File: src/scd_pkg.sv
// ---------------------------------------------------------------------------
// Scaled 2D convolution - package
// Fixed field widths, register indexes and control structs.
// ---------------------------------------------------------------------------
`default_nettype none

package scd_pkg;

  localparam int PIX_W      = 24;
  localparam int COEF_W     = 16;
  localparam int PROD_W     = PIX_W + COEF_W;
  localparam int OUT_W      = 40;
  localparam int CFG_IDX_W  = 3;
  localparam int CFG_DATA_W = 32;
  localparam int ROW_W      = 16;

  // configuration register indexes
  localparam logic [CFG_IDX_W-1:0] CFG_KERNEL_WIDTH  = 3'd0;
  localparam logic [CFG_IDX_W-1:0] CFG_KERNEL_HEIGHT = 3'd1;
  localparam logic [CFG_IDX_W-1:0] CFG_LINE_WIDTH    = 3'd2;
  localparam logic [CFG_IDX_W-1:0] CFG_SCALE_RECIP   = 3'd3;
  localparam logic [CFG_IDX_W-1:0] CFG_RESULT_OFFSET = 3'd4;

  // item modes
  localparam logic MODE_PIXEL = 1'b0;
  localparam logic MODE_COEF  = 1'b1;

  // controls shared by all cells of the chain
  typedef struct packed {
    logic rd;     // read line column
    logic wr;     // write line column
    logic shift;  // shift window row
    logic clr;    // write zeros (clearing pass)
  } cell_ctl_t;

  // one tap request to the multiply-accumulate unit
  typedef struct packed {
    logic issue;
    logic first;
    logic last;
  } tap_req_t;

endpackage

`default_nettype wire

File: src/scd_scale.sv
// ---------------------------------------------------------------------------
// Scaled 2D convolution - scale and offset
// Sum times reciprocal, rounded shift by 16, offset, 40-bit saturation.
// ---------------------------------------------------------------------------
`default_nettype none

module scd_scale #(
  parameter int ACC_W = 46
) (
  input  wire logic                               clk,
  input  wire logic                               rst_n,
  input  wire logic                               start,
  input  wire logic signed [ACC_W-1:0]            sum,
  input  wire logic signed [31:0]                 rr,
  input  wire logic signed [31:0]                 off,
  output logic                                    done,
  output logic signed [scd_pkg::OUT_W-1:0]        result,
  output logic                                    sat
);
  import scd_pkg::*;

  localparam int LO_W  = 22;
  localparam int HI_W  = ACC_W - LO_W;
  localparam int A_W   = HI_W + 32;
  localparam int B_W   = LO_W + 32 + 1;
  localparam int Q_W   = A_W + 6 + 1;
  localparam int VAL_W = Q_W + 2;

  logic [ACC_W-1:0]        ms_r;
  logic [31:0]             mr_r;
  logic                    neg_r;
  logic [A_W-1:0]          a_r;
  logic [B_W-1:0]          b_r;
  logic [Q_W-1:0]          q_r;
  logic signed [VAL_W-1:0] val_r;
  logic signed [VAL_W-1:0] mag;
  logic signed [OUT_W-1:0] result_r;
  logic                    sat_r;
  logic [4:0]              v_r;
  logic                    fits;

  // magnitudes and sign
  always_ff @(posedge clk) begin
    if (start) begin
      ms_r  <= sum[ACC_W-1] ? (~sum + 1'b1) : sum;
      mr_r  <= rr[31] ? (~rr + 1'b1) : rr;
      neg_r <= sum[ACC_W-1] ^ rr[31];
    end
  end

  // split product, low half carries the rounding constant
  always_ff @(posedge clk) begin
    if (v_r[0]) begin
      a_r <= A_W'(ms_r[ACC_W-1:LO_W]) * A_W'(mr_r);
      b_r <= B_W'(ms_r[LO_W-1:0]) * B_W'(mr_r) + B_W'(32'h8000);
    end
  end

  always_ff @(posedge clk) begin
    if (v_r[1]) q_r <= (Q_W'(a_r) << 6) + Q_W'(b_r[B_W-1:16]);
  end

  // apply sign and offset
  assign mag = {2'b00, q_r};
  always_ff @(posedge clk) begin
    if (v_r[2]) begin
      val_r <= (neg_r ? -mag : mag) + {{(VAL_W-32){off[31]}}, off};
    end
  end

  // saturate to 40 bits
  assign fits = (val_r[VAL_W-1:OUT_W-1] == '0) || (val_r[VAL_W-1:OUT_W-1] == '1);
  always_ff @(posedge clk) begin
    if (v_r[3]) begin
      sat_r <= !fits;
      if (fits) begin
        result_r <= val_r[OUT_W-1:0];
      end else begin
        result_r <= val_r[VAL_W-1] ? {1'b1, {(OUT_W-1){1'b0}}} : {1'b0, {(OUT_W-1){1'b1}}};
      end
    end
  end

  always_ff @(posedge clk) begin
    if (!rst_n) begin
      v_r <= '0;
    end else begin
      v_r <= {v_r[3:0], start};
    end
  end

  assign done   = v_r[4];
  assign result = result_r;
  assign sat    = sat_r;

endmodule

`default_nettype wire

File: config.mk
export PLATFORM = sky130hd
export DESIGN_NAME = scd_scale
export DESIGN_NICKNAME = d
export VERILOG_FILES = /design/src/scd_pkg.sv /design/src/scd_scale.sv
export SDC_FILE = /design/constraint.sdc
export NUM_CORES = 2
export LEC_CHECK = 0
export BUFFER_PORTS_ARGS = -buffer_cell sky130_fd_sc_hd__buf_2
export CAP_MARGIN = 20
export CORE_MARGIN = 2
export CORE_UTILIZATION = 39
export CTS_BUF_LIST = sky130_fd_sc_hd__clkbuf_4
export CTS_CLUSTER_SIZE = 40
export DETAILED_ROUTE_END_ITERATION = 12
export GPL_TIMING_DRIVEN = 0
export SETUP_SLACK_MARGIN = 0.4
export SLEW_MARGIN = 10
export SYNTH_ARGS = -nofsm -noshare
export SYNTH_HDL_FRONTEND = slang
export SYNTH_SLANG_ARGS = --single-unit
File: constraint.sdc
create_clock -name clk -period 9.6 [get_ports clk]
set_clock_uncertainty 0.05 [all_clocks]
set_input_delay 0 -clock clk [delete_from_list [all_inputs] [get_ports clk]]
set_output_delay 0 -clock clk [all_outputs]
set_load 0.03 [all_outputs]
* Yosys cells after proc, flatten, opt, wreduce, memory -nomap -nowiden
Cells that the tools add are included.
** Operators by class
- Bitwise logic cells :: 3
- Div/mod/pow operators :: 0
- Order comparisons :: 0
- Shifts and indexed selects :: 0
- Muxes and demuxes :: 5
- Reduce and logical (&&, ||, !) cells :: 3
- Eq/ne operators :: 1
- Add/sub/neg operators :: 6
- Multipliers :: 2
** Operators by type and width (count)
- $mux 40 :: 2
- $add 65x65->65 :: 1
- $mux 65 :: 1
- $neg 63->65 :: 1
- $add 62x39->63 :: 1
- $mul 24x32->56 :: 1
- $add 54x16->55 const B :: 1
- $mul 22x32->54 :: 1
- $add 46x1->46 const B :: 1
- $not 46->46 :: 1
- $mux 45 :: 1
- $add 32x1->32 const B :: 1
- $not 32->32 :: 1
- $mux 31 :: 1
- $eq 26x26->1 const B :: 1
- $logic_not 26->1 :: 1
- $logic_not 1->1 :: 1
- $logic_or 1x1->1 :: 1
- $xor 1x1->1 :: 1
** Word-level totals
- Output and inout bits :: 42
- Memories :: 0
- Bits in read-only memories :: 0
- Input port bits :: 113
- RAM bits :: 0
- Bits in registers :: 364
- Bits in latches :: 0

* Longest topological paths before layout
- Depth after elaboration :: 3
- Mapped depth :: 28
- Gate-level depth less buffers :: 25

* Worst setup path before layout
OpenSTA, ideal clock, no wires.
- Kind :: flip-flop to flip-flop
- Start point :: register mr_r[18]
- End point :: register a_r[52] (data pin)
- Path slack :: 2.089 ns
- Arrival time :: 7.202 ns
- Period minus slack after synthesis :: 7.511 ns
- Required time :: 9.291 ns
- Stages on the path, launching flop included :: 27
- Cell sequence :: edfxtp_1 -> clkbuf_1 -> clkbuf_1 -> nand2_1 -> fa_1 -> inv_1 -> fa_1 -> inv_1 -> fa_1 -> fa_1 -> inv_1 -> fa_1 -> fa_1 -> inv_1 -> fa_1 -> inv_1 -> ha_1 -> a21oi_1 -> o21ai_0 -> a221o_1 -> a21oi_1 -> o21bai_1 -> a2111oi_0 -> o21ai_0 -> a31oi_1 -> nor3_1 -> a211o_1
** Between the ends
- Longest elaborated chain between the ends :: 1
** Ends and longest elaborated chain
- from (decl) :: RTL line scd_scale.sv:30 : logic [31:0] mr_r;
- from (signal assigned) :: RTL line scd_scale.sv:46 : mr_r <= rr[31] ? (~rr + 1'b1) : rr;
- $mul 24x32->56 :: RTL line scd_scale.sv:54 : a_r <= A_W'(ms_r[ACC_W-1:LO_W]) * A_W'(mr_r);
- to (signal assigned) :: RTL line scd_scale.sv:54
- to (decl) :: RTL line scd_scale.sv:32 : logic [A_W-1:0] a_r;
Every way passes these cells.
A chain may end at the register's enable or synchronous reset.

* Worst setup path after layout
- Start point :: register mr_r[14]
- End point :: register a_r[53] (data pin)
The elaborated chain is that of the path after synthesis.

==> results_dict.tcl <==
set metrics [dict create \
    outcome "finished, final reports clean" \
    setup_viol_count_final 0 \
    tightest_slew_ps 1210 \
    postSynthCellCount 7056 \
    rows 151 \
    ant_nets 0 \
    worstSetupPathType "reg2reg" \
    final_cell_mix "inv_1 (1430), fa_1 (1259), nand2_1 (950)" \
    grt_usage_pct 27.7 \
    die_y_um 418 \
    critPathBufInv 7 \
    clk_latency_ps 1020 \
    cts_sinks 348 \
    synth_warnings 0 \
    rsz0062_at_grt "yes" \
    async_flop_share_pct 0 \
    cts_tree "yes" \
    synthXorXnorAreaFrac_pct 4.41 \
    hold_path.class "in2reg" \
    fp.dieArea_um2 174000 \
    layout-drive-gt1-share_pct 6.13 \
    worst_path_most_repeated_cell "fa_1" \
    gp_congestion 1.03 \
    layout_commonest_cell "inv_1" \
    synth_flop_cell "edfxtp_1" \
    htreeDepth 3 \
    synth_nets 8910 \
    viasPerCell 5.26 \
    cts_buffer_depth 3 \
    antenna_found_initial 23 \
    ys_seq_elements 348 \
    final-hold-violation-count 0 \
    port-buffer-count 153 \
    setup-tns-final_ps 0 \
    cp-end-kind "flip-flop" \
    cts-root-buf "clkbuf_4" \
    cpPeakStageDelay_ps 900 \
    min_period_ps 9080 \
    synth-simple-area-share_pct 15.7 \
    synth_top_family_by_area "adder cells" \
    drtIter0Drc 4295 \
    drv_cap 0 \
    post_drt_wl_per_cell_um 24.2 \
    synth_mux_area_share_pct 0.0300 \
    coreArea_um2 170000 \
    startpoint_type "flip-flop" \
    first_pass_iters 5 \
    path_max_fanout 10 \
    maxSlewViolCount 0 \
    area_growth_syn_to_layout_pct 12.1 \
    initial_core_util_pct 39.3 \
    required_ps 10290 \
    nets 9465 \
    crit_slowest_cell "a211oi_1" \
    io_pins 155 \
    syn_area_per_cell_um2 9.45 \
    grt_pass1_wl_um 352000 \
    grt-ovfl-total 0 \
    synth_edf_count 343 \
    grt_pass1_vias 54100 \
    dp_hpwl_um 199000 \
    yosys.cell_types.count 85 \
    die_w_um 418 \
    crit_arrival_ps 9770 \
    grt_max_degree 71 \
    synth_compound_area_share_pct 7.31 \
    fmax_mhz 110 \
    netlist_area_um2 66700 \
    finalWirelength_um 240000 \
    fin_crit_sh_pct 94.6 \
    clk_pin_slew_ps 70 \
    drc 0 \
    crit_family "adder cells" \
    synth-adder-area-share_pct 46.8 \
    vias 52100 \
    slew_headroom_pct 19.1 \
    yosysSeqAreaShare_pct 15.6 \
    cts_made_buffers 92 \
]
==> synth_stat cells, types with 7 or more instances <==
master       n  area, µm²
fa_1      1259      25200
nand2_1    950       3570
o41ai_1     22        193
nand4_1     49        307
or2_2       17        106
a21oi_1    208       1040
or4_4        7       78.8
and3_1      39        244
edfxtp_1   343      10300
nand3_1     36        180
a21o_1     119        893
nor3_1      27        135
o21bai_1    33        248
clkbuf_1   355       1330
nor4_1      18        113
buf_1       11       41.3
xor2_1      87        762
nor2_1      99        372
o21ai_0    185        926
a211o_1      8       70.1
xnor2_1    249       2180
a31oi_1     21        131
or4_1       21        158
o211ai_1     7       52.6
or3_1       16        100
a221oi_1     8       70.1
ha_1       482       6030
a221o_1     11        110
o31ai_1     46        345
a21boi_0     7       52.6
inv_1     1430       5370
a211oi_1     8       60.1
o21a_1      21        158
nor2b_1     18        113
nand2b_1    18        113
and2_1     718       4490
==> timing repair <==
item	CTS	global route
pin swaps	0	0
gates resized for setup	52	115
hold buffers	292	0
buffers inserted	0	2
setup endpoints to repair	19	18
hold endpoints to repair	218	0
==> final timing paths <==
check,startpoint,end,slack [ps],cells past startpoint
worst max-delay path,mr_r[14],a_r[53],520,25
worst min-delay path,off[3],val_r[3],100,4
worst max register to register,mr_r[14],a_r[53],520,25
worst min register to register,b_r[17],q_r[1],360,0
==> cell families (layout without fill, tap and decap cells) <==
kind of cell	Yosys count	count (layout)
flops	348	348
simple gates	2072	2072
mux	2	2
fa+ha+maj	1741	1741
xor+xnor	336	336
buf+inv	1799	2424
compound gates	758	758
other cells	0	11
==> routing by layer <==
metal / GRT usage [%] / vias up / part of all wire, %
met2: 42.0 / 2406 / 43
met1: 36.3 / 26200 / 41
met4: 12.2 / 20 / 5.0
li1: - / 22900 / -
met3: 8.60 / 496 / 11
met5: 0 / - / 0.060
==> state kept, by name (all words and copies together) (netlist names) <==
name	cells
a_r	56
sat	1
q_r	63
mr_r	32
val_r	65
b_r	39
neg_r	1
result	40
ms_r	46
v_r	5
==> worst min-delay path: cells and delay by family <==
family	cells	cell delay, ps
xor+xnor	1	80
fa+ha+maj	1	200
buf+inv	2	640
==> through the flow <==
step / utilization [%] / setup slack, ps / area [µm²] / std cells / hold WS (ps)
after floorplan: - / 2090 / 66700 / 7056 / 48.9
after global placement: 41.4 / -281 / 70200 / 9427 / 161
after detailed placement: 41.5 / -235 / 70500 / 9441 / 155
after CTS: 44.0 / 408 / 74600 / 9897 / 3.00
after global routing: 44.1 / 359 / 74800 / 9901 / 96.9
final: 44.1 / 517 / 74800 / 9910 / 99.9
==> final cells by class <==
class	count	area, µm²
antenna	11	27.5
buffer	369	1530
clock buffer	122	916
clock inverter	42	246
fill	16600	94900
inverter	1430	5370
multi-input combinational	4909	49500
sequential	348	10400
tap	2218	2780
timing repair buffer	461	3960
Power is not shown: default switching activity piles up to over one toggle a cycle in this logic, so the estimate is an artifact.
