<file path="src/scd_pkg.sv">
// ---------------------------------------------------------------------------
// Scaled 2D convolution - package
// Fixed field widths, register indexes and control structs.
// ---------------------------------------------------------------------------
`default_nettype none

package scd_pkg;

  localparam int PIX_W      = 24;
  localparam int COEF_W     = 16;
  localparam int PROD_W     = PIX_W + COEF_W;
  localparam int OUT_W      = 40;
  localparam int CFG_IDX_W  = 3;
  localparam int CFG_DATA_W = 32;
  localparam int ROW_W      = 16;

  // configuration register indexes
  localparam logic [CFG_IDX_W-1:0] CFG_KERNEL_WIDTH  = 3'd0;
  localparam logic [CFG_IDX_W-1:0] CFG_KERNEL_HEIGHT = 3'd1;
  localparam logic [CFG_IDX_W-1:0] CFG_LINE_WIDTH    = 3'd2;
  localparam logic [CFG_IDX_W-1:0] CFG_SCALE_RECIP   = 3'd3;
  localparam logic [CFG_IDX_W-1:0] CFG_RESULT_OFFSET = 3'd4;

  // item modes
  localparam logic MODE_PIXEL = 1'b0;
  localparam logic MODE_COEF  = 1'b1;

  // controls shared by all cells of the chain
  typedef struct packed {
    logic rd;     // read line column
    logic wr;     // write line column
    logic shift;  // shift window row
    logic clr;    // write zeros (clearing pass)
  } cell_ctl_t;

  // one tap request to the multiply-accumulate unit
  typedef struct packed {
    logic issue;
    logic first;
    logic last;
  } tap_req_t;

endpackage

`default_nettype wire

</file>
<file path="src/scd_mac.sv">
// ---------------------------------------------------------------------------
// Scaled 2D convolution - multiply-accumulate unit
// Coefficient store and one pipelined tap multiplier with accumulator.
// ---------------------------------------------------------------------------
`default_nettype none

module scd_mac #(
  parameter int MAX_K = 7
) (
  input  wire logic                                 clk,
  input  wire logic                                 rst_n,
  input  wire logic                                 coef_we,
  input  wire logic [((MAX_K*MAX_K > 1) ? $clog2(MAX_K*MAX_K) : 1)-1:0] coef_wa,
  input  wire logic signed [scd_pkg::COEF_W-1:0]    coef_wd,
  input  wire scd_pkg::tap_req_t                    tap,
  input  wire logic [((MAX_K*MAX_K > 1) ? $clog2(MAX_K*MAX_K) : 1)-1:0] tap_addr,
  input  wire logic signed [scd_pkg::PIX_W-1:0]     tap_pix,
  output logic signed [scd_pkg::PROD_W+$clog2(MAX_K*MAX_K+1)-1:0] acc,
  output logic                                      done
);
  import scd_pkg::*;

  localparam int NTAP  = MAX_K * MAX_K;
  localparam int ACC_W = PROD_W + $clog2(NTAP + 1);

  logic signed [COEF_W-1:0] mem [NTAP];
  logic [NTAP-1:0]          vld_r;
  logic signed [COEF_W-1:0] memq_r;
  logic                     vldq_r;
  logic signed [PIX_W-1:0]  pixq_r;
  logic                     v1_r, f1_r, l1_r;
  logic signed [PROD_W-1:0] prod_r;
  logic                     v2_r, f2_r, l2_r;
  logic signed [ACC_W-1:0]  acc_r;
  logic                     done_r;
  logic signed [COEF_W-1:0] coef;

  // coefficient store, unwritten entries read as zero
  always_ff @(posedge clk) begin
    if (coef_we) begin
      mem[coef_wa] <= coef_wd;
    end
    if (tap.issue) begin
      memq_r <= mem[tap_addr];
      pixq_r <= tap_pix;
    end
  end

  always_ff @(posedge clk) begin
    if (!rst_n) begin
      vld_r  <= '0;
      vldq_r <= 1'b0;
    end else begin
      if (coef_we) vld_r[coef_wa] <= 1'b1;
      if (tap.issue) vldq_r <= vld_r[tap_addr];
    end
  end

  assign coef = vldq_r ? memq_r : '0;

  // product stage
  always_ff @(posedge clk) begin
    if (v1_r) prod_r <= pixq_r * coef;
  end

  // accumulate stage
  always_ff @(posedge clk) begin
    if (v2_r) begin
      acc_r <= (f2_r ? '0 : acc_r) + {{(ACC_W-PROD_W){prod_r[PROD_W-1]}}, prod_r};
    end
  end

  // pipeline control
  always_ff @(posedge clk) begin
    if (!rst_n) begin
      v1_r   <= 1'b0;
      f1_r   <= 1'b0;
      l1_r   <= 1'b0;
      v2_r   <= 1'b0;
      f2_r   <= 1'b0;
      l2_r   <= 1'b0;
      done_r <= 1'b0;
    end else begin
      v1_r   <= tap.issue;
      f1_r   <= tap.first;
      l1_r   <= tap.last;
      v2_r   <= v1_r;
      f2_r   <= f1_r;
      l2_r   <= l1_r;
      done_r <= v2_r && l2_r;
    end
  end

  assign acc  = acc_r;
  assign done = done_r;

endmodule

`default_nettype wire

</file>
<file path="config.mk">
export PLATFORM = sky130hd
export DESIGN_NAME = scd_mac
export DESIGN_NICKNAME = d
export VERILOG_FILES = /design/src/scd_pkg.sv /design/src/scd_mac.sv
export SDC_FILE = /design/constraint.sdc
export NUM_CORES = 2
export LEC_CHECK = 0
export BUFFER_PORTS_ARGS = -buffer_cell sky130_fd_sc_hd__buf_2
export CAP_MARGIN = 20
export CORE_AREA = 4 4 331 333
export DETAILED_ROUTE_END_ITERATION = 8
export DIE_AREA = 0 0 335 337
export PLACE_DENSITY = 0.65
export SETUP_SLACK_MARGIN = 0.15
export SLEW_MARGIN = 15
export SYNTH_ARGS = -nofsm -noshare
export SYNTH_HDL_FRONTEND = slang
export SYNTH_SLANG_ARGS = --single-unit
</file>
<file path="constraint.sdc">
create_clock -name clk -period 6.55 [get_ports clk]
set_input_delay 0.3275 -clock clk [delete_from_list [all_inputs] [get_ports clk]]
set_output_delay 0.3275 -clock clk [all_outputs]
set_load 0.05 [all_outputs]
</file>
# Word level (Yosys, flattened, before mapping)
# Memories as Yosys holds them, arrays and structs flattened. A register that Yosys moved wholly into a read port is not among the register bits.
# Index checks and enable logic that the tools add are counted.
# W data, S select, Z words.
# totals
ramBits	784
mem_count	1
wordCells	29
regBits	167
# mem_list
memory	words	word_bits	read_ports	rd_clocked_by_memory_dff	write_ports	line_no	rtl
mem	49	16	1	1	1	scd_mac.sv:26	logic signed [COEF_W-1:0] mem [NTAP];
# op_classes
mul	1
muxes	8
reduce_logical	2
magnitude_cmp	3
n_addsub	1
bitwise_logic	1
# op_table
operator	n
$or A49 B49 Y49	1
$add A46 B46 Y46	1
$mux W46	1
$mul A24 B16 Y40	1
$mux W16	1
$lt A6 B7 Y1 const B	2
$bmux W1 S6	1
$demux W1 S6	1
$ge A6 B1 Y1 const B	1
$mux W1	4
$logic_and A1 B1 Y1	2

# Depth between registers and ports, before layout
# logic_depth
word_depth	5
ltp_mapped	26
mapped_depth_nobuf	24

# Least setup slack after synthesis
# Ideal clock, no wire load.
# synth_path
path_type	reg2reg
startpoint	register vldq_r
endpoint	register prod_r[36] (data pin)
path_stages_with_launch	26
t_arrival_ps	6225
path_slack_ps	66
t_required_ps	6291
synth_period_minus_slack_ps	6484
path_cell_list	dfxtp_1 clkbuf_1 and2_0 clkbuf_1 nand2_1 fa_1 inv_1 fa_1 inv_1 fa_1 inv_1 fa_1 fa_1 inv_1 fa_1 inv_1 ha_1 and3_1 and4_1 or3_1 o22ai_1 nor2_1 a21oi_1 o21a_1 o22ai_1 o21bai_1
# synth_between
elab_chain_cells	2
# synth_rtl
item	line_no	rtl
start: declaration	scd_mac.sv:29	logic vldq_r;
start signal: assignment	scd_mac.sv:55	if (tap.issue) vldq_r <= vld_r[tap_addr];
$mux W16	scd_mac.sv:59	assign coef = vldq_r ? memq_r : '0;
$mul A24 B16 Y40	scd_mac.sv:63	if (v1_r) prod_r <= pixq_r * coef;
end signal: assignment	scd_mac.sv:63	
end: declaration	scd_mac.sv:32	logic signed [PROD_W-1:0] prod_r;
# No other way between the ends.
# A chain may end at the register's enable or synchronous reset.

# Worst setup path after layout
# layout_path
startpoint	register pixq_r[3]
endpoint	register prod_r[36] (data pin)
# layout_between
elab_chain_cells	1
# layout_rtl
item	line_no	rtl
start: declaration	scd_mac.sv:30	logic signed [PIX_W-1:0] pixq_r;
start signal: assignment	scd_mac.sv:45	pixq_r <= tap_pix;
$mul A24 B16 Y40	scd_mac.sv:63	
# No other way between the ends.

==> run metrics <==
result of the run completed; PD cells about 250 mW/mm^2; clock share of power 0.377; Reg-to-Reg Start pixq_r[3]$_DFFE_PP_; minimum clock period after layout around 6.3 ns; Worst-Margin Slew roughly 1.1 ns; worst vdd ir approximately 0.27 mV; RR Endpoint prod_r[36]$_DFFE_PP_; vias in the first global route between 30k and 40k; Total GRT Usage 0.2260; core region area ~0.11 sq mm; Seq pwr share 0.466; Pint 11.17 mW; die area 0.1129 sq mm; port bufs 104; FF-to-FF setup slack just under 0.3 ns; Distinct cells, synth between 70 and 80; CP required 6.97 ns; CTS root buffer clkbuf_16; CP bufs+invs 5; grt total ovfl 0; Crit path depth 21; Final GP Congestion 0.9005; detailed placement HPWL about 84 mm; final hold slack 0.1425 ns; clock sink count ~970; post-place setup slack -0.1484 ns; critical path capture point prod_r[36]$_DFFE_PP_; Vias/cell approximately 5.7; DR iter-0 viols about 2.8k; FF-to-FF path depth 21; Die X 335 um; max cap viols 0; RSZ-0062 raised after global routing yes; pin count of the biggest net entering global routing 80; Synth Flop Type edfxtp_1; multi-input logic area ~0.022 sq mm; Area growth syn-to-layout 13.79%; sequential cell area fraction in the yosys report 0.5383; global-route wire length before repair 194.9 mm; arrival time at the worst endpoint ~6.7 ns; initial antenna violation count 0; Worst Setup End Kind flip-flop; number of remaining DRC errors 0; DR vias around 32k; Setup Viol. Count Final 0; slowest stage cell, crit path edfxtp_1; number of CTS-inserted buffers 100; Fin. Hold Viols 0; max-slew violations 0; final worst path period share 0.9553; CP delay by family, top adder cells; crit path from pixq_r[3]$_DFFE_PP_; final worst setup slack 0.2928 ns; Starting Density 0.4961; CP max FO 7; clk buf depth 3; Routed wire per std cell approximately 23 um; total wire length about 130 mm; Clk Latency, worst-skew pair around 0.7 ns; Worst Hold Class in -> reg; Syn Nets 4427; register area 0.02847 sq mm; CP Launch Type flip-flop; slew margin rel. 0.2716; layout cell share with drive strength beyond 1 0.1725; yosys synthesis warning count 0; Layout fillers around 8.5k; antenna viol nets, final 0; FP Rows 120; Most common cell on crit path fa_1; # nets final between 4k and 5k; Async S/R FF share, synth 0; area of the mapped netlist 0.05289 sq mm; DRT Pass-1 Iters 5; max incr delay on CP about 0.59 ns; FMAX between 0.15 and 0.2 GHz; Comb pwr share 0.158; synthesis-stage register bit count approximately 970; Static Leak roughly 24 nW; I/O pin count 105; crit path kind reg -> reg; Die Y around 340 um; Worst-path clk slew around 0.06 ns; Avg Cell Area, Syn roughly 14 sq um; Setup Skew between 0.05 and 0.06 ns; CTS tree built; H-tree Lvls 3; Gate Count Post-Synth between 3k and 4k; switching pwr around 3.9 mW; critical-path cell list and3_1 -> fa_1 -> inv_1 -> fa_1 -> inv_2 -> fa_2 -> fa_2 -> fa_1 -> inv_1 -> fa_1 -> inv_1 -> ha_4 -> buf_4 -> and4_4 -> or3_4 -> o22ai_4 -> nor2_2 -> a21oi_2 -> o21a_1 -> o22ai_1 -> o21bai_1; ant diodes 0; sw frac 0.2600; EDFF count, synth roughly 900
-- worst min-delay path by stage --
stage / startpoint / end / slack (ns) / cells after the start
detailed placement: l1_r$_SDFF_PN0_ / l2_r$_SDFF_PN0_ / 0.42 / 1
floorplan: f1_r$_SDFF_PN0_ / f2_r$_SDFF_PN0_ / 0.41 / 1
global placement: l1_r$_SDFF_PN0_ / l2_r$_SDFF_PN0_ / 0.42 / 1
finish: coef_wd[7] / mem[38][7]$_DFFE_PP_ / 0.14 / 1
global route: coef_wd[7] / mem[38][7]$_DFFE_PP_ / 0.12 / 1
CTS: tap_addr[4] / memq_r[0]$_DFFE_PP_ / 0.27 / 2
-- cell families (layout without fill, tap and decap cells) --
kind of cell,Yosys count,count (layout),share of synthesized area
AO/OA/AOI/OAI,592,592,0.07182
multiplexers,305,305,0.08443
flip-flops,967,967,0.5383
adder cells (fa/ha/maj),518,518,0.1758
AND/OR/NAND/NOR,745,745,0.06906
buffers and inverters,639,967,0.04658
XOR/XNOR,85,85,0.01408
-- per-stage QoR --
stage | TNS, ns | instances | utilization | power, mW | area [sq um]
2_1_floorplan | 0 | 3851 | - | 8.669 | 52890
3_3_place_gp | -0.03979 | 5327 | 0.5229 | 9.389 | 55740
3_5_place_dp | -0.3081 | 5327 | 0.5229 | 9.413 | 55740
4_1_cts | 0 | 5545 | 0.5573 | 15.11 | 59410
5_1_grt | 0 | 5582 | 0.5645 | 15.74 | 60180
6_report | 0 | 5582 | 0.5645 | 15.09 | 60180
-- area by class of cell --
class,count,area share
Clock inverter,43,0.008420
Tap cell,1403,0.02917
Timing Repair Buffer,339,0.04356
Clock buffer,144,0.04715
Sequential cell,967,0.4732
Inverter,441,0.02751
Multi-Input combinational cell,2245,0.3710
-- power groups by stage --
stage                     logic [mW]  clock network [mW]  registers, mW
after floorplan                 1.47                   0           7.19
final                           2.38                5.68           7.03
after detailed placement        2.24                   0           7.17
after global routing            2.64                6.07           7.04
after CTS                       2.27                5.79           7.04
after global placement          2.22                   0           7.17
-- synthesized netlist by cell type (all sizes together), types with 6 or more instances --
master | n | area [sq um]
o21ai | 91 | 455.4
inv | 441 | 1655
a21o | 49 | 367.9
and2 | 20 | 125.1
a41oi | 6 | 52.55
o21bai | 11 | 82.58
mux4 | 108 | 2432
nand2b | 15 | 93.84
mux2 | 49 | 551.8
ha | 143 | 1789
nand4 | 8 | 50.05
dfxtp | 57 | 1141
xor2 | 23 | 201.4
mux2i | 148 | 1481
nor3 | 39 | 195.2
a31oi | 12 | 90.09
o21a | 58 | 435.4
xnor2 | 62 | 543.0
and3 | 163 | 1021
o221ai | 48 | 420.4
a21oi | 206 | 1031
clkbuf | 152 | 570.6
a211oi | 27 | 207.7
or2 | 6 | 37.54
fa | 375 | 7507
buf | 46 | 237.7
nand3 | 27 | 135.1
edfxtp | 910 | 27330
o22ai | 52 | 331.6
nand2 | 257 | 964.7
nor2 | 125 | 471.7
nor2b | 65 | 406.6
-- registers in the layout, summed over array words and instances, names as in the netlist, 16 cells and up --
signal and cells:
acc 46, mem 784, vld_r 49, memq_r 16
pixq_r 24, prod_r 40
-- cells in the final DEF (no fill, tap or decap), types with 108 or more instances in the layout --
cell type and n:
a21oi_1 198, fa_1 361, nor2_1 112, and3_1 158
edfxtp_1 910, mux2i_1 148, mux4_2 108, ha_1 133
nand2_1 255, buf_4 179, inv_1 435
-- what timing repair did --
action / in CTS / in global routing
hold buffers: 27 / 0
endpoints found under the hold margin: 42 / 0
pin swaps: 0 / 55
resized for setup: 6 / 114
setup endpoints to repair: 8 / 14
buffers inserted: 4 / 33
gates cloned: 0 / 2
-- per-layer routing --
layer,global-route usage,share of wire,vias to the layer above
met4,0.05904,0.026,0
met5,0,0,-
met3,0.04190,0.069,157
met1,0.3273,0.44,16128
li1,-,-,14256
met2,0.3563,0.46,1008
No activity file was read; power rests on OpenSTA's default activity.
